### src/hw/rtl/ckas_pkg.sv
// ----------------------------------------------------------------------------
// ckas_pkg
// Types and constants shared by the clock alarm set controller.
// ----------------------------------------------------------------------------
package ckas_pkg;

	localparam int unsigned DATA_W    = 32;
	localparam int unsigned PADDR_W   = 4;
	localparam int unsigned IN_DATA_W = 32;
	localparam int unsigned OUT_DATA_W = 32;

	typedef enum logic [1:0] {
		MODE_CLOCK     = 2'd0,
		MODE_TEMP      = 2'd1,
		MODE_SET_CLOCK = 2'd2,
		MODE_SET_ALARM = 2'd3
	} mode_t;

	localparam logic [1:0] CUR_HOUR   = 2'd0;
	localparam logic [1:0] CUR_MINUTE = 2'd1;
	localparam logic [1:0] CUR_SECOND = 2'd2;

	localparam logic [7:0] KEY_DEC       = 8'd4;
	localparam logic [7:0] KEY_UP        = 8'd5;
	localparam logic [7:0] KEY_SET_ALARM = 8'd6;
	localparam logic [7:0] KEY_SET_CLOCK = 8'd7;

	localparam logic [1:0] REG_BLINK_PERIOD = 2'd0;
	localparam logic [1:0] REG_ALARM_TOGGLE = 2'd1;
	localparam logic [1:0] REG_ALARM_LENGTH = 2'd2;

	localparam logic [7:0] RST_BLINK_PERIOD = 8'd10;
	localparam logic [7:0] RST_ALARM_TOGGLE = 8'd4;
	localparam logic [9:0] RST_ALARM_LENGTH = 10'd100;

	localparam logic [5:0] HOUR_MAX = 6'd23;
	localparam logic [5:0] MIN_MAX  = 6'd59;
	localparam logic [9:0] ELAPSED_MAX = 10'd1023;

	typedef struct packed {
		logic [7:0] blink_period;
		logic [7:0] alarm_toggle;
		logic [9:0] alarm_length;
	} cfg_t;

	typedef struct packed {
		logic       command;
		logic [7:0] key_code;
		logic [4:0] rtc_hour;
		logic [5:0] rtc_minute;
		logic [5:0] rtc_second;
	} item_t;

	typedef struct packed {
		logic       rtc_load;
		logic       rtc_running;
		logic       buzzer_on;
		logic       led_on;
		logic       alarm_sounding;
		logic       blink_phase;
		logic [5:0] shown_second;
		logic [5:0] shown_minute;
		logic [4:0] shown_hour;
		logic [1:0] cursor;
		mode_t      view_mode;
	} result_t;

endpackage

### src/hw/rtl/ckas_cfg.sv
// ----------------------------------------------------------------------------
// ckas_cfg
// APB register file: blink period, alarm toggle period and alarm length.
// ----------------------------------------------------------------------------
module ckas_cfg
	import ckas_pkg::*;
(
	input  logic               clk,
	input  logic               arst_n,
	input  logic               psel,
	input  logic               penable,
	input  logic               pwrite,
	input  logic [PADDR_W-1:0] paddr,
	input  logic [DATA_W-1:0]  pwdata,
	output logic [DATA_W-1:0]  prdata,
	output logic               pready,
	output cfg_t               cfg
);

	cfg_t       cfg_q;
	logic       wr_en;
	logic [1:0] reg_idx;

	assign pready  = 1'b1;
	assign reg_idx = paddr[PADDR_W-1:2];
	assign wr_en   = psel && penable && pwrite;

	always_ff @(posedge clk or negedge arst_n) begin
		if (!arst_n) begin
			cfg_q.blink_period <= RST_BLINK_PERIOD;
			cfg_q.alarm_toggle <= RST_ALARM_TOGGLE;
			cfg_q.alarm_length <= RST_ALARM_LENGTH;
		end else if (wr_en) begin
			unique case (reg_idx)
				REG_BLINK_PERIOD: cfg_q.blink_period <= pwdata[7:0];
				REG_ALARM_TOGGLE: cfg_q.alarm_toggle <= pwdata[7:0];
				REG_ALARM_LENGTH: cfg_q.alarm_length <= pwdata[9:0];
				default: ;
			endcase
		end
	end

	always_comb begin
		unique case (reg_idx)
			REG_BLINK_PERIOD: prdata = {24'd0, cfg_q.blink_period};
			REG_ALARM_TOGGLE: prdata = {24'd0, cfg_q.alarm_toggle};
			REG_ALARM_LENGTH: prdata = {22'd0, cfg_q.alarm_length};
			default:          prdata = '0;
		endcase
	end

	assign cfg = cfg_q;

endmodule

### src/hw/rtl/ckas_core.sv
// ----------------------------------------------------------------------------
// ckas_core
// Controller state and the single-pass update for one key sample or tick.
// ----------------------------------------------------------------------------
module ckas_core
	import ckas_pkg::*;
(
	input  logic    clk,
	input  logic    arst_n,
	input  logic    advance,
	input  item_t   item,
	input  cfg_t    cfg,
	output result_t res
);

	mode_t      mode_q, mode_d;
	logic [1:0] cursor_q, cursor_d;
	logic [4:0] edit_hour_q, edit_hour_d, alarm_hour_q, alarm_hour_d;
	logic [5:0] edit_min_q, edit_min_d, alarm_min_q, alarm_min_d;
	logic [5:0] edit_sec_q, edit_sec_d, alarm_sec_q, alarm_sec_d;
	logic [7:0] prev_key_q, prev_key_d;
	logic [7:0] blink_cnt_q, blink_cnt_d, blink_sum;
	logic       blink_q, blink_d;
	logic       alarm_on_q, alarm_on_d;
	logic [9:0] elapsed_q, elapsed_d;
	logic [7:0] toggle_cnt_q, toggle_cnt_d, toggle_sum;
	logic       led_q, led_d, buzzer_q, buzzer_d;
	logic       run_q, run_d;
	logic       load;
	logic [7:0] press;
	logic       step_up, step_en, on_edit;
	logic       alarm_match;

	function automatic logic [5:0] step_value(input logic [5:0] v, input logic [5:0] lim,
			input logic up);
		logic [5:0] r;
		if (up) begin
			r = (v >= lim) ? 6'd0 : v + 6'd1;
		end else begin
			r = (v == 6'd0) ? lim : v - 6'd1;
		end
		return r;
	endfunction

	always_comb begin
		mode_d       = mode_q;
		cursor_d     = cursor_q;
		edit_hour_d  = edit_hour_q;
		edit_min_d   = edit_min_q;
		edit_sec_d   = edit_sec_q;
		alarm_hour_d = alarm_hour_q;
		alarm_min_d  = alarm_min_q;
		alarm_sec_d  = alarm_sec_q;
		prev_key_d   = prev_key_q;
		blink_cnt_d  = blink_cnt_q;
		blink_d      = blink_q;
		alarm_on_d   = alarm_on_q;
		elapsed_d    = elapsed_q;
		toggle_cnt_d = toggle_cnt_q;
		led_d        = led_q;
		buzzer_d     = buzzer_q;
		run_d        = run_q;
		load         = 1'b0;
		press        = '0;
		step_en      = 1'b0;
		step_up      = 1'b0;
		on_edit      = (mode_q == MODE_SET_CLOCK);
		alarm_match  = 1'b0;
		blink_sum    = blink_cnt_q + 8'd1;
		toggle_sum   = toggle_cnt_q + 8'd1;

		if (!item.command) begin
			press      = item.key_code & ~prev_key_q;
			prev_key_d = item.key_code;
			if (press != 8'd0) begin
				if (mode_q == MODE_CLOCK || mode_q == MODE_TEMP) begin
					case (press)
						KEY_DEC: mode_d = (mode_q == MODE_CLOCK) ? MODE_TEMP : MODE_CLOCK;
						KEY_SET_CLOCK: begin
							mode_d      = MODE_SET_CLOCK;
							cursor_d    = CUR_HOUR;
							run_d       = 1'b0;
							edit_hour_d = item.rtc_hour;
							edit_min_d  = item.rtc_minute;
							edit_sec_d  = item.rtc_second;
						end
						KEY_SET_ALARM: begin
							mode_d   = MODE_SET_ALARM;
							cursor_d = CUR_HOUR;
						end
						default: ;
					endcase
				end else begin
					case (press) inside
						KEY_SET_CLOCK, KEY_SET_ALARM: begin
							if (cursor_q < CUR_SECOND) begin
								cursor_d = cursor_q + 2'd1;
							end else begin
								mode_d   = MODE_CLOCK;
								cursor_d = CUR_HOUR;
								if (press == KEY_SET_CLOCK && on_edit) begin
									load  = 1'b1;
									run_d = 1'b1;
								end
							end
						end
						KEY_UP: begin
							step_en = 1'b1;
							step_up = 1'b1;
						end
						KEY_DEC: step_en = 1'b1;
						default: ;
					endcase
				end
			end

			if (step_en) begin
				if (cursor_q == CUR_HOUR) begin
					if (on_edit) begin
						edit_hour_d = 5'(step_value({1'b0, edit_hour_q}, HOUR_MAX, step_up));
					end else begin
						alarm_hour_d = 5'(step_value({1'b0, alarm_hour_q}, HOUR_MAX, step_up));
					end
				end else if (cursor_q == CUR_MINUTE) begin
					if (on_edit) begin
						edit_min_d = step_value(edit_min_q, MIN_MAX, step_up);
					end else begin
						alarm_min_d = step_value(alarm_min_q, MIN_MAX, step_up);
					end
				end else begin
					if (on_edit) begin
						edit_sec_d = step_value(edit_sec_q, MIN_MAX, step_up);
					end else begin
						alarm_sec_d = step_value(alarm_sec_q, MIN_MAX, step_up);
					end
				end
			end

			alarm_match = (item.rtc_hour == alarm_hour_d) && (item.rtc_minute == alarm_min_d)
				&& (item.rtc_second == alarm_sec_d);
			if (!alarm_on_q && alarm_match) begin
				alarm_on_d   = 1'b1;
				elapsed_d    = '0;
				toggle_cnt_d = '0;
				led_d        = 1'b1;
				buzzer_d     = 1'b1;
			end
			if (alarm_on_d && press != 8'd0) begin
				alarm_on_d = 1'b0;
				led_d      = 1'b0;
				buzzer_d   = 1'b0;
			end
		end else begin
			blink_cnt_d = blink_sum;
			if (blink_sum >= cfg.blink_period) begin
				blink_cnt_d = '0;
				blink_d     = ~blink_q;
			end
			if (alarm_on_q) begin
				elapsed_d    = (elapsed_q < ELAPSED_MAX) ? elapsed_q + 10'd1 : elapsed_q;
				toggle_cnt_d = toggle_sum;
				if (toggle_sum >= cfg.alarm_toggle) begin
					toggle_cnt_d = '0;
					led_d        = ~led_q;
					buzzer_d     = ~buzzer_q;
				end
				if (elapsed_d >= cfg.alarm_length) begin
					alarm_on_d   = 1'b0;
					elapsed_d    = '0;
					toggle_cnt_d = '0;
					led_d        = 1'b0;
					buzzer_d     = 1'b0;
				end
			end
		end

		res.view_mode      = mode_d;
		res.cursor         = cursor_d;
		res.blink_phase    = blink_d;
		res.alarm_sounding = alarm_on_d;
		res.led_on         = led_d;
		res.buzzer_on      = buzzer_d;
		res.rtc_running    = run_d;
		res.rtc_load       = load;
		if (mode_d == MODE_SET_CLOCK || load) begin
			res.shown_hour   = edit_hour_d;
			res.shown_minute = edit_min_d;
			res.shown_second = edit_sec_d;
		end else begin
			res.shown_hour   = alarm_hour_d;
			res.shown_minute = alarm_min_d;
			res.shown_second = alarm_sec_d;
		end
	end

	always_ff @(posedge clk or negedge arst_n) begin
		if (!arst_n) begin
			mode_q       <= MODE_CLOCK;
			cursor_q     <= CUR_HOUR;
			edit_hour_q  <= 5'd23;
			edit_min_q   <= 6'd59;
			edit_sec_q   <= 6'd50;
			alarm_hour_q <= '0;
			alarm_min_q  <= '0;
			alarm_sec_q  <= '0;
			prev_key_q   <= '0;
			blink_cnt_q  <= '0;
			blink_q      <= 1'b0;
			alarm_on_q   <= 1'b0;
			elapsed_q    <= '0;
			toggle_cnt_q <= '0;
			led_q        <= 1'b0;
			buzzer_q     <= 1'b0;
			run_q        <= 1'b1;
		end else if (advance) begin
			mode_q       <= mode_d;
			cursor_q     <= cursor_d;
			edit_hour_q  <= edit_hour_d;
			edit_min_q   <= edit_min_d;
			edit_sec_q   <= edit_sec_d;
			alarm_hour_q <= alarm_hour_d;
			alarm_min_q  <= alarm_min_d;
			alarm_sec_q  <= alarm_sec_d;
			prev_key_q   <= prev_key_d;
			blink_cnt_q  <= blink_cnt_d;
			blink_q      <= blink_d;
			alarm_on_q   <= alarm_on_d;
			elapsed_q    <= elapsed_d;
			toggle_cnt_q <= toggle_cnt_d;
			led_q        <= led_d;
			buzzer_q     <= buzzer_d;
			run_q        <= run_d;
		end
	end

	a_led_needs_alarm: assert property (@(posedge clk) disable iff (!arst_n)
		!alarm_on_q |-> (!led_q && !buzzer_q))
		else $error("led or buzzer active without alarm");

	a_cursor_range: assert property (@(posedge clk) disable iff (!arst_n)
		cursor_q != 2'd3)
		else $error("cursor out of range");

	a_cursor_in_set: assert property (@(posedge clk) disable iff (!arst_n)
		cursor_q != CUR_HOUR |-> (mode_q == MODE_SET_CLOCK || mode_q == MODE_SET_ALARM))
		else $error("cursor moved outside a set mode");

	a_load_exits: assert property (@(posedge clk) disable iff (!arst_n)
		(advance && load) |=> (mode_q == MODE_CLOCK && run_q))
		else $error("rtc load without return to clock view");

endmodule

### src/hw/rtl/clock_alarm_set_controller_top.sv
// ----------------------------------------------------------------------------
// clock_alarm_set_controller_top
// Alarm clock setting controller: key handling, alarm match and tick timing.
//
// Input stream s_*: one request per key scan sample (s_tuser 0) or 50 ms
// tick (s_tuser 1), carrying the raw key code and the live RTC time.
// Output stream m_*: exactly one result per request, in order, with view
// mode, cursor, shown time, blink phase, alarm drives and RTC control.
// APB port: blink period (0x0), alarm toggle period (0x4), alarm length
// (0x8); write only while the block is idle.
// Path: m_tvalid rises once an accepted request has passed the input
// register and then the result register. Throughput: one request per
// cycle while m_tready is high or the result register is empty.
// Reset: clock view, RTC running, edit buffer 23:59:50, alarm 00:00:00,
// registers at 10, 4 and 100 ticks; both streams empty.
// Stall: while m_tready is low the result holds, the input register fills
// and s_tready drops once it is occupied; no request is lost.
// ----------------------------------------------------------------------------
module clock_alarm_set_controller_top
	import ckas_pkg::*;
(
	input  logic                  clk,
	input  logic                  arst_n,
	input  logic                  s_tvalid,
	output logic                  s_tready,
	input  logic [IN_DATA_W-1:0]  s_tdata,  // key_code, rtc_hour, rtc_minute, rtc_second
	input  logic                  s_tuser,  // command
	output logic                  m_tvalid,
	input  logic                  m_tready,
	output logic [OUT_DATA_W-1:0] m_tdata,  // view_mode, cursor, shown_hour, shown_minute,
	                                        // shown_second, blink_phase, alarm_sounding,
	                                        // led_on, buzzer_on, rtc_running, rtc_load
	input  logic                  psel,
	input  logic                  penable,
	input  logic                  pwrite,
	input  logic [PADDR_W-1:0]    paddr,
	input  logic [DATA_W-1:0]     pwdata,
	output logic [DATA_W-1:0]     prdata,
	output logic                  pready
);

	cfg_t    cfg;
	item_t   item_s1;
	logic    valid_s1;
	logic    advance;
	result_t res;
	result_t res_s2;
	logic    valid_s2;

	assign advance  = valid_s1 && (!valid_s2 || m_tready);
	assign s_tready = !valid_s1 || advance;

	always_ff @(posedge clk or negedge arst_n) begin
		if (!arst_n) begin
			valid_s1 <= 1'b0;
		end else if (s_tready) begin
			valid_s1 <= s_tvalid;
		end
	end

	always_ff @(posedge clk) begin
		if (s_tvalid && s_tready) begin
			item_s1.command    <= s_tuser;
			item_s1.key_code   <= s_tdata[7:0];
			item_s1.rtc_hour   <= s_tdata[12:8];
			item_s1.rtc_minute <= s_tdata[18:13];
			item_s1.rtc_second <= s_tdata[24:19];
		end
	end

	ckas_cfg u_cfg (
		.clk     (clk),
		.arst_n  (arst_n),
		.psel    (psel),
		.penable (penable),
		.pwrite  (pwrite),
		.paddr   (paddr),
		.pwdata  (pwdata),
		.prdata  (prdata),
		.pready  (pready),
		.cfg     (cfg)
	);

	ckas_core u_core (
		.clk     (clk),
		.arst_n  (arst_n),
		.advance (advance),
		.item    (item_s1),
		.cfg     (cfg),
		.res     (res)
	);

	always_ff @(posedge clk or negedge arst_n) begin
		if (!arst_n) begin
			valid_s2 <= 1'b0;
		end else if (!valid_s2 || m_tready) begin
			valid_s2 <= valid_s1;
		end
	end

	always_ff @(posedge clk) begin
		if (advance) begin
			res_s2 <= res;
		end
	end

	assign m_tvalid = valid_s2;
	assign m_tdata  = {{(OUT_DATA_W - $bits(result_t)){1'b0}}, res_s2};

	a_s1_holds: assert property (@(posedge clk) disable iff (!arst_n)
		(valid_s1 && !advance) |=> valid_s1)
		else $error("pending request dropped from input register");

	a_advance_fills_s2: assert property (@(posedge clk) disable iff (!arst_n)
		advance |=> valid_s2)
		else $error("processed request produced no result");

	a_no_accept_when_full: assert property (@(posedge clk) disable iff (!arst_n)
		(valid_s1 && valid_s2 && !m_tready) |-> !s_tready)
		else $error("request accepted while both stages are blocked");

endmodule
### config.mk
export PLATFORM = sky130hd
export DESIGN_NAME = clock_alarm_set_controller_top
export DESIGN_NICKNAME = d
export VERILOG_FILES = /design/src/hw/rtl/ckas_pkg.sv /design/src/hw/rtl/ckas_cfg.sv /design/src/hw/rtl/ckas_core.sv /design/src/hw/rtl/clock_alarm_set_controller_top.sv
export SDC_FILE = /design/constraint.sdc
export NUM_CORES = 1
export LEC_CHECK = 0
export BUFFER_PORTS_ARGS = -buffer_cell sky130_fd_sc_hd__buf_2
export CAP_MARGIN = 0
export CORE_MARGIN = 5
export CORE_UTILIZATION = 40
export DETAILED_ROUTE_END_ITERATION = 16
export GPL_ROUTABILITY_DRIVEN = 0
export HOLD_SLACK_MARGIN = 0.1
export PLACE_DENSITY_LB_ADDON = 0.2
export SYNTH_ARGS = -nofsm -noshare
export SYNTH_HDL_FRONTEND = slang
export SYNTH_SLANG_ARGS = --single-unit
export TNS_END_PERCENT = 5
### constraint.sdc
create_clock -name clk -period 3.65 [get_ports clk]
set_input_delay 0.1825 -clock clk [delete_from_list [all_inputs] [get_ports clk]]
set_output_delay 0.1825 -clock clk [all_outputs]
set_load 0.02 [all_outputs]
# [Yosys cells after proc, flatten, opt, wreduce, memory -nomap -nowiden]
# Cells that the tools add are included.
[classes] add_sub_neg=16 n_mul=0 n_div=0 n_lt_le_gt_ge=11 eq_ne=14 n_shift=0 mux=128 bitwise_logic=6 reduce_logical=34
[ops] op="6-bit two-way mux" count=40
[ops] op="5-bit two-way mux" count=18
[ops] op="10-bit two-way mux" count=5
[ops] op="8-bit two-way mux" count=6
[ops] op="1-bit two-way mux" count=45
[ops] op="8-bit by 3-bit == test with 1-bit output, second input constant" count=4
[ops] op="10-bit one-hot mux with 3 select lines" count=1
[ops] op="6-bit by 1-bit adder with 6-bit output, second input constant" count=4
[ops] op="6-bit greater-or-equal comparator, second input constant" count=4
[ops] op="6-bit logical NOT" count=4
[ops] op="6-bit by 1-bit subtractor with 6-bit output, second input constant" count=4
[ops] op="2-bit two-way mux" count=11
[ops] op="17-bit two-way mux" count=1
[ops] op="8-bit by 1-bit adder with 8-bit output, second input constant" count=2
[ops] op="8-bit greater-or-equal comparator" count=2
[ops] op="6-bit == test" count=2
[ops] op="10-bit by 1-bit adder with 10-bit output, second input constant" count=1
[ops] op="5-bit by 1-bit adder with 5-bit output, second input constant" count=2
[ops] op="10-bit greater-or-equal comparator" count=1
[ops] op="5-bit greater-or-equal comparator, second input constant" count=2
[ops] op="5-bit logical NOT" count=2
[ops] op="10-bit < comparator, second input constant" count=1
[ops] op="2-bit AND reduction" count=5
[ops] op="5-bit by 1-bit subtractor with 5-bit output, second input constant" count=2
[ops] op="18 further kinds" count=40
[word_totals] regBits=158 latchBits=0 ram_bits=0 romBits=0 in_bits=76 output_inout_bits=67 elab_cells=247 memories=0

# [Depth between registers and ports, before layout]
# Gate-level depths: netlist of the first run.
[depth] depth_word=23 depth_mapped=15 ltp_nobuf=15

# [Cells and area by module]
# From an unflattened synthesis of the first run, not the netlist that was laid out.
[unflattened] hier_cells=1158 area_unflattened_um2=11120.7
[modules_own_cells] mod="ckas_core" n_inst=1 cells_per_inst=978 area_per_inst_um2=7983.9 seq_area_each_um2=1943.1
[modules_own_cells] mod="clock_alarm_set_controller_top" n_inst=1 cells_per_inst=67 area_per_inst_um2=1736.7 seq_area_each_um2=1641.6
[modules_own_cells] mod="ckas_cfg" n_inst=1 cells_per_inst=113 area_per_inst_um2=1400.1 seq_area_each_um2=658.1

# [Worst setup path before layout of the first run]
# No wires, ideal clock.
[synth_timing] path_kind="reg2reg" startpoint="register u_core.elapsed_q[0]" endpoint="register u_core.toggle_cnt_q[2]" setup_time_ns=0.082 arrival_ns=3.361 required_ns=3.568 setup_slack_ns=0.206 path_stages_with_launch=16 path_buffers=1 period_less_slack_ns=3.444 path_cell_list="dfrtp_1 -> ha_1 -> and2_1 -> clkbuf_1 -> nand3_1 -> xnor2_1 -> ha_1 -> nand2b_1 -> a21o_1 -> a21o_1 -> a211oi_1 -> o21a_1 -> o21ai_0 -> nor3_1 -> nand2_1 -> o22ai_4"
[synth_between] elab_chain_len=6 word_cells_on_any_way=7 classes_between="1 x add/sub; 2 x order compare; 4 x mux"
[synth_rtl] element="from (decl)" line_no="ckas_core.sv:25" source="logic [9:0] elapsed_q, elapsed_d;"
[synth_rtl] element="from (signal assigned)" line_no="ckas_core.sv:228" source="elapsed_q <= elapsed_d;"
[synth_rtl] element="10-bit by 1-bit adder with 10-bit output / 10-bit < comparator (equally long branches)" line_no="ckas_core.sv:160" source="elapsed_d = (elapsed_q < ELAPSED_MAX) ? elapsed_q + 10'd1 : elapsed_q;"
[synth_rtl] element="10-bit two-way mux (*)" line_no="ckas_core.sv:160"
[synth_rtl] element="10-bit greater-or-equal comparator (*)" line_no="ckas_core.sv:167" source="if (elapsed_d >= cfg.alarm_length) begin"
[synth_rtl] element="8-bit two-way mux (*)" line_no="ckas_core.sv:167"
[synth_rtl] element="8-bit two-way mux (*)" line_no="ckas_core.sv:159" source="if (alarm_on_q) begin"
[synth_rtl] element="8-bit two-way mux (*)" line_no="ckas_core.sv:72" source="if (!item.command) begin"
[synth_rtl] element="to (signal assigned)" line_no="ckas_core.sv:229" source="toggle_cnt_q <= toggle_cnt_d;"
[synth_rtl] element="to (decl)" line_no="ckas_core.sv:26" source="logic [7:0] toggle_cnt_q, toggle_cnt_d, toggle_sum;"
# Mark *: on every way between the ends. The rest lies on a longest branch, timed or not. The select of a mux whose other input is x is not followed.
# A chain may end at the register's enable or synchronous reset.

==> results.tsv, run 1 <==
stage	metric	value	unit
setup_path	flop-to-flop setup slack	0.20	ns
global_routing	number of global-route vias before repair	8997	
yosys	Post-synth top cells	220 x nand2_1, 108 x o21ai_0, 86 x dfrtp_1	
status	status	completed	
clock_tree	CTS HTree Levels	4	
setup_path	Critical Path Sink Type	flip-flop	
cells_and_area	Non-Filler Instances	1756	
sta	Hold Slack	0.2845	ns
flow_run	max cap viols	0	
global_routing	largest net degree at the start of global routing	106	
setup_path	CP arrival	3.62	ns
sta	Tightest Pin Transition	0.7822	ns
yosys	synthesized area per cell	8.848	sq um
floorplanning	Rows	61	
yosys	post-synth cell types	87	
detailed_routing	Detailed Routing Iterations Pass 1	6	
sta	fin crit period	3.454	ns
power	Power per Cell Area	485.0	nW/um^2
clock_tree	root buf cell	clkbuf_16	
setup_path	crit start category	flip-flop	
cells_and_area	share of cells above drive strength 1	0.1836	
global_routing	GR Util All Layers	0.1876	
yosys	Synth top area share	0.1941	
setup_path	CP Max Fanout	14	
cells_and_area	Area Overhead vs Synth	16.44	%
sta	fmax	289.6	MHz
clock_tree	Longest Clk Path Bufs	2	
floorplanning	Initial Util	0.4024	
sta	Hold Fails Final Rpt	0	
setup_path	Worst path slowest cell	o41ai_1	
yosys	gate count of the mapped netlist	1253	
detailed_routing	Via Count	9412	
setup_path	Buf+Inv Stages, Crit Path	1	
setup_path	delay-heaviest family, CP	compound AO/OA/AOI/OAI gates	
yosys	leading area contributor after synthesis	dfrtp_1	
detailed_routing	vias per inst	5.360	
yosys	ys async rst share	0.6646	
clock_tree	Clock transition at path regs	0.07	ns
placement	DP Wirelength	20600	um
setup_path	CP cell instances	nand2b_2 > o221a_2 > nand4_1 > or2_2 > o41ai_1 > o21a_1 > buf_4 > mux4_2	
yosys	top post-synthesis cells by area	dfrtp_1 19%, edfxtp_1 14%, nand2_1 7.4%	
sta	setup TNS	0	ns
yosys	synthesized flop and latch total	158	
clock_tree	Num CTS Buffers	17	
detailed_routing	Final ANT Viol Nets	0	
setup_path	CP required	3.82	ns
yosys	Syn. warnings	0	
detailed_routing	WL/cell	16.45	um
yosys	Seq/Total Area, Yosys	0.3827	
power	Peak VDD IR	0.3469	mV
floorplanning	Die H	176.5	um
cells_and_area	final core utilization	0.4686	
sta	Clock Skew	0.01568	ns
power	Lkg Pwr	5.652	nW
global_routing	initial antenna violation count	0	
global_routing	grt ovf	0	
yosys	count leader, synth	nand2_1	
floorplanning	IO Count	143	
cells_and_area	Final nets	1484	
yosys	Top FF cell, synth	dfrtp_1	
sta	RSZ-0062 raised after global routing	no	
sta	Slew HR	0.4737	
placement	number of I/O port buffers	83	
placement	DP Cell Count	1681	
floorplanning	die area	31150	sq um
sta	Setup-failing EPs final	0	
clock_tree	latest clock arrival within the worst-skew pair	0.45	ns
detailed_routing	DR DRC count	0	
floorplanning	chip width	176.5	um
detailed_routing	starting DRC count in detailed routing	740	
clock_tree	CTS tree	done	
detailed_routing	Routed WL	28880	um
sta	final period utilization	0.9462	
sta	Slew Viols, Final	0	
floorplanning	area of the core	27550	sq um
yosys	EDFF count, synth	53	
cells_and_area	Antenna Cells	0	
setup_path	slowest cell delay on critical path	0.62	ns
min_path	Hold/Removal Path Class	in2reg	
setup_path	critical path type	reg2reg	
clock_tree	CTS Sinks	158	
yosys	post-synthesis cell area	11090	sq um
power	Pwr Total	6.262	mW
global_routing	first-pass GRT wire length	47060	um
cells_and_area	Fill cells	2637	
flip-flops by register name (all words and copies together), names as in the netlist, 2 cells and up:
register and cells:
m_tdata 27, item_s1 26, u_cfg.cfg 26, u_core.elapsed_q 10, u_core.blink_cnt_q 8, u_core.prev_key_q 8
u_core.toggle_cnt_q 8, u_core.alarm_min_q 6, u_core.alarm_sec_q 6, u_core.edit_min_q 6, u_core.edit_sec_q 6, u_core.alarm_hour_q 5
u_core.edit_hour_q 5, u_core.cursor_q 2, u_core.mode_q 2
report_power, final:
group | internal (mW) | switching, mW | total [mW]
sequential | 2.16 | 0.295 | 2.45
clock | 0.921 | 0.866 | 1.79
combinational | 0.885 | 1.14 | 2.02
total | 3.96 | 2.30 | 6.26
kinds of logic (layout without fill, tap and decap cells):
group | after synthesis | count (layout) | synth area share
buffers and inverters | 165 | 264 | 0.07268
adder cells (fa/ha/maj) | 43 | 43 | 0.04853
AO/OA/AOI/OAI | 298 | 298 | 0.1710
flip-flops | 158 | 158 | 0.3827
multiplexers | 67 | 67 | 0.08058
XOR/XNOR | 41 | 41 | 0.03307
AND/OR/NAND/NOR | 479 | 479 | 0.2108
other | 2 | 28 | 0.0006774
path summary, 6_finish.rpt:
kind | start | end | depth (start not counted)
min | penable | u_cfg.cfg[0]$_DFFE_PN0P_ | 4
min in group asynchronous | arst_n | u_cfg.cfg[0]$_DFFE_PN0P_ | 3
max reg2reg | item_s1[21]$_DFFE_PP_ | m_tdata[18]$_DFFE_PP_ | 8
max in group asynchronous | arst_n | u_core.edit_min_q[2]$_DFFE_PN0P_ | 3
max | item_s1[21]$_DFFE_PP_ | m_tdata[18]$_DFFE_PP_ | 8
min reg2reg | u_core.prev_key_q[7]$_DFFE_PN0P_ | u_core.prev_key_q[7]$_DFFE_PN0P_ | 2
worst register-to-register path, cell delays in order (launching register included):
cell      delay [ns]
edfxtp_1        0.41
nand2b_2        0.10
o221a_2         0.37
nand4_1         0.21
or2_2           0.34
o41ai_1         0.62
o21a_1          0.25
buf_4           0.29
mux4_2          0.59
routing by layer:
metal,up-vias,track usage,share of wire
li1,4646,-,-
met5,-,0,0
met3,34,0.03426,0.036
met4,0,0.05287,0.019
met1,4524,0.2465,0.46
met2,208,0.3184,0.49
final cells by class:
type | instances | area [sq um] | share of cell area
Sequential cell | 158 | 4243 | 0.3286
Clock inverter | 15 | 171.4 | 0.01328
Tap cell | 378 | 473.0 | 0.03663
Clock buffer | 17 | 425.4 | 0.03295
Multi-Input combinational cell | 956 | 6156 | 0.4768
Timing Repair Buffer | 170 | 1209 | 0.09362
Inverter | 62 | 232.7 | 0.01803
cell usage in the layout, fill, tap and decap left out, types with 9 or more instances in the layout:
master         instances
nor3_1                20
nand2b_1              16
dfstp_2               19
nor2_1                69
edfxtp_1              53
xnor2_1               24
a21o_1                11
mux2_2                18
o31ai_1                9
a211oi_1              11
buf_2                 82
nand3b_1               9
dfrtp_1               86
o21a_1                10
buf_4                 45
o21ai_0              105
and3_1                15
clkbuf_16             17
nor2b_1               14
inv_1                 60
a21oi_1               60
ha_1                  43
dlygate4sd3_1         40
mux4_2                16
xor2_1                16
nand2_1              220
conb_1                28
nand3_1               42
mux2i_1               33
a31oi_1               15
nand4_1               11
through the flow:
stage,cell area (sq um),setup WS [ns]
floorplan,11180,0.2063
global placement,11880,0.2407
detailed placement,11880,0.1901
CTS,12870,0.1628
global route,12910,0.009056
finish,12910,0.1964
repair_timing:
| action | in CTS | in global routing |
|---|---|---|
| endpoints found under the setup margin | 0 | 5 |
| hold endpoints to repair | 140 | 0 |
| gates resized for setup | 0 | 6 |
| hold buffers | 40 | 0 |
| buffers inserted | 0 | 3 |
No activity file was read; power rests on OpenSTA's default activity.
==> inputs of run 2 (changes only) <==
PLACE_DENSITY = 0.66   (was default)
PLACE_DENSITY_LB_ADDON = default   (was 0.2)
==> results.tsv, run 2 (synthesis results as in run 1) <==
stage	metric	value	unit	change
global_routing	largest net degree at the start of global routing	73		was 106
sta	Tightest Pin Transition	0.9993	ns	was 0.7822 ns
clock_tree	Longest Clk Path Bufs	2		unchanged
power	Lkg Pwr	5.643	nW	was 5.652 nW
floorplanning	chip width	176.5	um	unchanged
cells_and_area	Area Overhead vs Synth	16.29	%	was 16.44%
sta	Hold Slack	0.2682	ns	was 0.2845 ns
clock_tree	CTS Sinks	158		unchanged
cells_and_area	Final nets	1478		was 1,484
flow_run	max cap viols	0		unchanged
detailed_routing	Routed WL	28400	um	was 28,880 um
power	Sw Pwr	2.236	mW	was 2.297 mW
sta	Setup-failing EPs final	0		unchanged
cells_and_area	most frequent cells in the layout	220 x nand2_1, 106 x o21ai_0, 86 x dfrtp_1, 82 x buf_2, 69 x nor2_1		was 220 x nand2_1, 105 x o21ai_0, 86 x dfrtp_1, 82 x buf_2, 69 x nor2_1
detailed_routing	vias per inst	5.435		was 5.360
sta	Slew HR	0.3338		was 0.4737
power	Internal	4.146	mW	was 3.965 mW
setup_path	Critical Path Sink Type	flip-flop		unchanged
cells_and_area	Antenna Cells	0		unchanged
detailed_routing	starting DRC count in detailed routing	901		was 740
power	Pwr Total	6.382	mW	was 6.262 mW
setup_path	CP arrival	3.64	ns	was 3.62 ns
clock_tree	CTS HTree Levels	4		unchanged
global_routing	number of global-route vias before repair	9018		was 8,997
clock_tree	root buf cell	clkbuf_16		unchanged
placement	number of I/O port buffers	83		unchanged
placement	Placed Area	11870	sq um	was 11,880 sq um
clock_tree	Clock transition at path regs	0.07	ns	about the same
floorplanning	IO Count	143		unchanged
detailed_routing	Final ANT Viol Nets	0		unchanged
sta	Slew Viols, Final	0		unchanged
floorplanning	Initial Util	0.4024		unchanged
global_routing	GR Util All Layers	0.1848		was 0.1876
cells_and_area	max FFs per register	27		unchanged
floorplanning	Rows	61		unchanged
detailed_routing	WL/cell	16.23	um	was 16.45 um
power	switch share	0.3503		was 0.3668
floorplanning	die area	31150	sq um	unchanged
setup_path	critical path type	reg2reg		unchanged
sta	Clock Skew	0.009353	ns	was 0.01568 ns
power	Power per Cell Area	495.0	nW/um^2	was 485.0 nW/um^2
cells_and_area	Non-Filler Instances	1750		was 1,756
sta	fin worst setup slack	0.1836	ns	was 0.1964 ns
setup_path	Worst path slowest cell	or4_4		was o41ai_1
global_routing	initial antenna violation count	0		unchanged
sta	Hold Fails Final Rpt	0		unchanged
placement	DP Wirelength	20300	um	was 20,600 um
floorplanning	area of the core	27550	sq um	unchanged
setup_path	slowest cell delay on critical path	0.58	ns	was 0.62 ns
sta	fin crit period	3.466	ns	was 3.454 ns
setup_path	CP cell instances	inv_1 > ha_1 > or3b_4 > xnor2_2 > a31oi_1 > a211oi_1 > o21a_1 > a2111o_1 > or4_4 > nor4_4 > o211ai_1		was nand2b_2 > o221a_2 > nand4_1 > or2_2 > o41ai_1 > o21a_1 > buf_4 > mux4_2
floorplanning	Die H	176.5	um	unchanged
detailed_routing	Detailed Routing Iterations Pass 1	5		was 6
sta	RSZ-0062 raised after global routing	no		unchanged
global_routing	first-pass GRT wire length	46630	um	was 47,060 um
detailed_routing	Via Count	9511		was 9,412
setup_path	flop-to-flop setup slack	0.18	ns	was 0.20 ns
clock_tree	CTS tree	done		unchanged
placement	DP Cell Count	1678		was 1,681
power	Seq pwr share	0.385		was 0.392
setup_path	CP required	3.83	ns	was 3.82 ns
cells_and_area	most common cell after layout, fill and taps aside	nand2_1		unchanged
placement	pre-CTS setup slack	0.1185	ns	was 0.1901 ns
clock_tree	latest clock arrival within the worst-skew pair	0.44	ns	was 0.45 ns
min_path	Hold/Removal Path Class	in2reg		unchanged
cells_and_area	Finished Cell Area	12890	sq um	was 12,910 sq um
sta	fmax	288.5	MHz	was 289.6 MHz
setup_path	CP Max Fanout	4		was 14
power	logic gate share of total power	0.313		was 0.323
cells_and_area	share of cells above drive strength 1	0.1778		was 0.1836
sta	setup TNS	0	ns	unchanged
global_routing	grt ovf	0		unchanged
power	Peak VDD IR	0.4423	mV	was 0.3469 mV
sta	final period utilization	0.9497		was 0.9462
status	status	completed		unchanged
cells_and_area	final core utilization	0.4679		was 0.4686
detailed_routing	DR DRC count	0		unchanged
setup_path	crit start category	flip-flop		unchanged
power	Clock power frac	0.301		was 0.285
clock_tree	Num CTS Buffers	17		unchanged
-- run 2: area by class of cell --
cell class | count | area (sq um)
clock buffer | 17 | 425.4
multi-input combinational | 956 | 6143
sequential | 158 | 4243
tap | 378 | 473.0
inverter | 62 | 232.7
fill | 2604 | 14660
clock inverter | 15 | 198.9
timing repair buffer | 164 | 1176
-- run 2: what timing repair did --
item / 4_1_cts / 5_1_grt
hold buffers: 40 / 0
setup buffers: 0 / 0
setup endpoints to repair: 0 / 10
resized for setup: 0 / 2
hold endpoints to repair: 112 / 0
-- run 2: path summary, 6_finish.rpt --
| check | endpoint | from | depth (start not counted) |
|---|---|---|---|
| worst min register to register | u_core.prev_key_q[7]$_DFFE_PN0P_ | u_core.prev_key_q[7]$_DFFE_PN0P_ | 2 |
| worst min-delay path | u_cfg.cfg[0]$_DFFE_PN0P_ | penable | 4 |
| worst max-delay path | m_tdata[23]$_DFFE_PP_ | u_core.alarm_hour_q[1]$_DFFE_PN0P_ | 11 |
| worst max register to register | m_tdata[23]$_DFFE_PP_ | u_core.alarm_hour_q[1]$_DFFE_PN0P_ | 11 |
| min in group asynchronous | u_cfg.cfg[0]$_DFFE_PN0P_ | arst_n | 2 |
| max in group asynchronous | u_core.edit_min_q[4]$_DFFE_PN1P_ | arst_n | 3 |
-- run 2: power by group through the flow --
stage               clock (mW)  sequential, mW  combinational, mW
floorplan                    0            2.42               1.50
global placement             0            2.48               1.93
detailed placement           0            2.48               1.96
CTS                       1.97            2.45               2.01
global route              2.04            2.50               2.25
finish                    1.92            2.46               2.00
-- run 2: metal layers --
metal,track usage,wire [um]
met1,0.2436,12680
met2,0.3098,13780
met3,0.03490,1335
met4,0.05609,615
met5,0,0
-- run 2: worst max-delay path: cells and delay by family, from the launching register on --
family                     cells  cell delay [ns]
DFF                            1             0.38
and+or+nand+nor                3             1.31
buffers and inverters          1             0.12
xor gates and xnor gates       1             0.14
adders and majority gates      1             0.17
AOI/OAI and AO/OA              5             1.09
==> inputs of run 3 (changes only) <==
clock period = 2.9 ns   (was 3.65 ns; I/O delays follow)
==> results.tsv, run 3 (synthesis results as in run 1) <==
stage	metric	value	unit	change
global_routing	largest net degree at the start of global routing	55		was 73
floorplanning	chip width	176.5	um	unchanged
setup_path	CP Max Fanout	4		unchanged
floorplanning	die area	31150	sq um	unchanged
sta	fmax	315.7	MHz	was 288.5 MHz
power	Lkg Pwr	6.225	nW	was 5.643 nW
detailed_routing	vias per inst	5.407		was 5.435
floorplanning	area of the core	27550	sq um	unchanged
status	status	complete, but fails checks		was completed
global_routing	initial antenna violation count	0		unchanged
sta	Hold Fails Final Rpt	0		unchanged
cells_and_area	most common cell after layout, fill and taps aside	nand2_1		unchanged
sta	fin crit period	3.167	ns	was 3.466 ns
cells_and_area	share of cells above drive strength 1	0.2703		was 0.1778
cells_and_area	Antenna Cells	0		unchanged
cells_and_area	Fill cells	2490		was 2,604
detailed_routing	DR DRC count	0		unchanged
setup_path	RR Startpoint	u_core.elapsed_q[3]$_DFFE_PN0P_		was u_core.alarm_hour_q[1]$_DFFE_PN0P_
setup_path	slowest cell delay on critical path	0.43	ns	was 0.58 ns
clock_tree	latest clock arrival within the worst-skew pair	0.45	ns	was 0.44 ns
detailed_routing	Detailed Routing Iterations Pass 1	5		unchanged
placement	number of I/O port buffers	83		unchanged
clock_tree	Num CTS Buffers	17		unchanged
setup_path	Crit Reg-Reg Endpoint	m_tdata[23]$_DFFE_PP_		unchanged
min_path	worst min-delay path startpoint	paddr[3]		was penable
setup_path	Worst path slowest cell	a2111o_1		was or4_4
setup_path	Critical Path Sink Type	flip-flop		unchanged
clock_tree	CTS tree	done		unchanged
setup_path	CP cell instances	and3_4 > and3_4 > and2_4 > nor2b_4 > mux2i_4 > ha_1 > a2111o_1 > nor2_1 > o21a_2 > nor2_4 > o211ai_1 > nand3_1 > o211ai_1		was inv_1 > ha_1 > or3b_4 > xnor2_2 > a31oi_1 > a211oi_1 > o21a_1 > a2111o_1 > or4_4 > nor4_4 > o211ai_1
min_path	Hold/Removal Path Class	in2reg		unchanged
clock_tree	Longest Clk Path Bufs	2		unchanged
detailed_routing	starting DRC count in detailed routing	834		was 901
detailed_routing	Routed WL	30890	um	was 28,400 um
cells_and_area	area of the multi-input gates	6430	sq um	was 6143 sq um
global_routing	number of global-route vias before repair	9676		was 9,018
setup_path	CP arrival	3.45	ns	was 3.64 ns
cells_and_area	max FFs per register	27		unchanged
setup_path	Buf+Inv Stages, Crit Path	0		was 1
cells_and_area	Area Overhead vs Synth	25.91	%	was 16.29%
flow_run	max cap viols	0		unchanged
cells_and_area	most frequent cells in the layout	219 x nand2_1, 144 x buf_4, 97 x o21ai_0, 86 x dfrtp_1, 82 x buf_2		was 220 x nand2_1, 106 x o21ai_0, 86 x dfrtp_1, 82 x buf_2, 69 x nor2_1
detailed_routing	Via Count	10050		was 9,511
setup_path	CP required	3.18	ns	was 3.83 ns
placement	DP Cell Count	1781		was 1,678
sta	Tightest Pin Transition	0.7950	ns	was 0.9993 ns
sta	Clock Skew	0.01479	ns	was 0.009353 ns
detailed_routing	WL/cell	16.62	um	was 16.23 um
setup_path	critical path type	reg2reg		unchanged
min_path	WHS Endpoint	u_cfg.cfg[19]$_DFFE_PN1P_		was u_cfg.cfg[0]$_DFFE_PN0P_
clock_tree	root buf cell	clkbuf_16		unchanged
sta	Slew Viols, Final	0		unchanged
floorplanning	Rows	61		unchanged
sta	RSZ-0062 raised after global routing	yes		was no
setup_path	delay-heaviest family, CP	compound AO/OA/AOI/OAI gates		was simple AND/OR/NAND/NOR gates
floorplanning	Die H	176.5	um	unchanged
setup_path	flop-to-flop setup slack	-0.27	ns	was 0.18 ns
sta	fin worst setup slack	-0.2674	ns	was 0.1836 ns
clock_tree	Clock transition at path regs	0.07	ns	about the same
global_routing	grt ovf	0		unchanged
sta	setup TNS	-2.690	ns	was 0 ns
sta	Setup-failing EPs final	24		was 0
placement	DP Wirelength	21960	um	was 20,300 um
min_path	hold depth	5		was 4
global_routing	GR Util All Layers	0.1994		was 0.1848
power	Peak VDD IR	0.3540	mV	was 0.4423 mV
sta	final period utilization	1.092		was 0.9497
setup_path	crit start category	flip-flop		unchanged
detailed_routing	Final ANT Viol Nets	0		unchanged
clock_tree	CTS HTree Levels	4		unchanged
power	Power per Cell Area	589.6	nW/um^2	was 495.0 nW/um^2
global_routing	first-pass GRT wire length	50300	um	was 46,630 um
sta	Slew HR	0.4700		was 0.3338
floorplanning	Initial Util	0.4024		unchanged
clock_tree	CTS Sinks	158		unchanged
cells_and_area	Non-Filler Instances	1858		was 1,750
setup_path	path depth of the worst reg2reg path	13		was 11
floorplanning	IO Count	143		unchanged
cells_and_area	Reg area	4243	sq um	unchanged
status	failing checks	setup timing		
cells_and_area	Final nets	1586		was 1,478
==> run 3: final cells by class <==
| cell class | count | share of cell area |
|---|---|---|
| multi-input combinational | 956 | 0.4606 |
| sequential | 158 | 0.3039 |
| timing repair buffer | 272 | 0.1440 |
| tap | 378 | 0.03388 |
| clock buffer | 17 | 0.03047 |
| inverter | 62 | 0.01685 |
| clock inverter | 15 | 0.01022 |
==> run 3: metrics by stage <==
step | worst slack [ns] | util | power (mW) | instance area [sq um] | hold slack (ns)
floorplan | -0.08913 | - | 4.968 | 11250 | -0.1506
global placement | -0.2692 | 0.4606 | 5.790 | 12690 | 0.2669
detailed placement | -0.3887 | 0.4606 | 5.869 | 12690 | 0.2829
CTS | -0.2257 | 0.5015 | 8.214 | 13820 | 0.2748
global route | -0.3959 | 0.5067 | 8.732 | 13960 | 0.3305
finish | -0.2674 | 0.5067 | 8.230 | 13960 | 0.3011
==> run 3: worst reg2reg max path, cell delays in order, from the launching register on <==
cell and delay [ns]:
dfrtp_1 0.37, and3_4 0.19, and3_4 0.18, and2_4 0.17, nor2b_4 0.17, mux2i_4 0.26
ha_1 0.27, a2111o_1 0.43, nor2_1 0.12, o21a_2 0.21, nor2_4 0.07, o211ai_1 0.27
nand3_1 0.13, o211ai_1 0.17
==> run 3: worst max-delay path by stage <==
stage                                            start                       end  cells after the start
finish                 u_core.elapsed_q[3]$_DFFE_PN0P_     m_tdata[23]$_DFFE_PP_                     13
floorplan           u_core.alarm_hour_q[0]$_DFFE_PN0P_     m_tdata[23]$_DFFE_PP_                     12
detailed placement     u_core.elapsed_q[3]$_DFFE_PN0P_     m_tdata[24]$_DFFE_PP_                     12
global route           u_core.elapsed_q[3]$_DFFE_PN0P_     m_tdata[23]$_DFFE_PP_                     13
global placement       u_core.elapsed_q[4]$_DFFE_PN0P_  u_core.led_q$_DFFE_PN0P_                     15
CTS                  u_core.alarm_sec_q[0]$_DFFE_PN0P_     m_tdata[24]$_DFFE_PP_                     10
==> run 3: where the power goes <==
| group | internal, mW | switching (mW) | total (mW) |
|---|---|---|---|
| logic | 1.35 | 1.58 | 2.93 |
| clock network | 1.15 | 1.08 | 2.23 |
| registers | 2.72 | 0.356 | 3.07 |
| total | 5.21 | 3.02 | 8.23 |
==> run 3: repair_timing <==
action / 4_1_cts / 5_1_grt
hold buffers: 40 / 0
pin swaps: 10 / 12
endpoints found under the hold margin: 100 / 0
resized for setup: 28 / 36
gates cloned: 1 / 0
endpoints found under the setup margin: 40 / 41
buffers inserted: 2 / 2
==> run 3: layer usage <==
metal,track usage,share of wire
met5,0,0
met4,0.06157,0.023
met3,0.02848,0.057
met2,0.3171,0.46
met1,0.2833,0.46
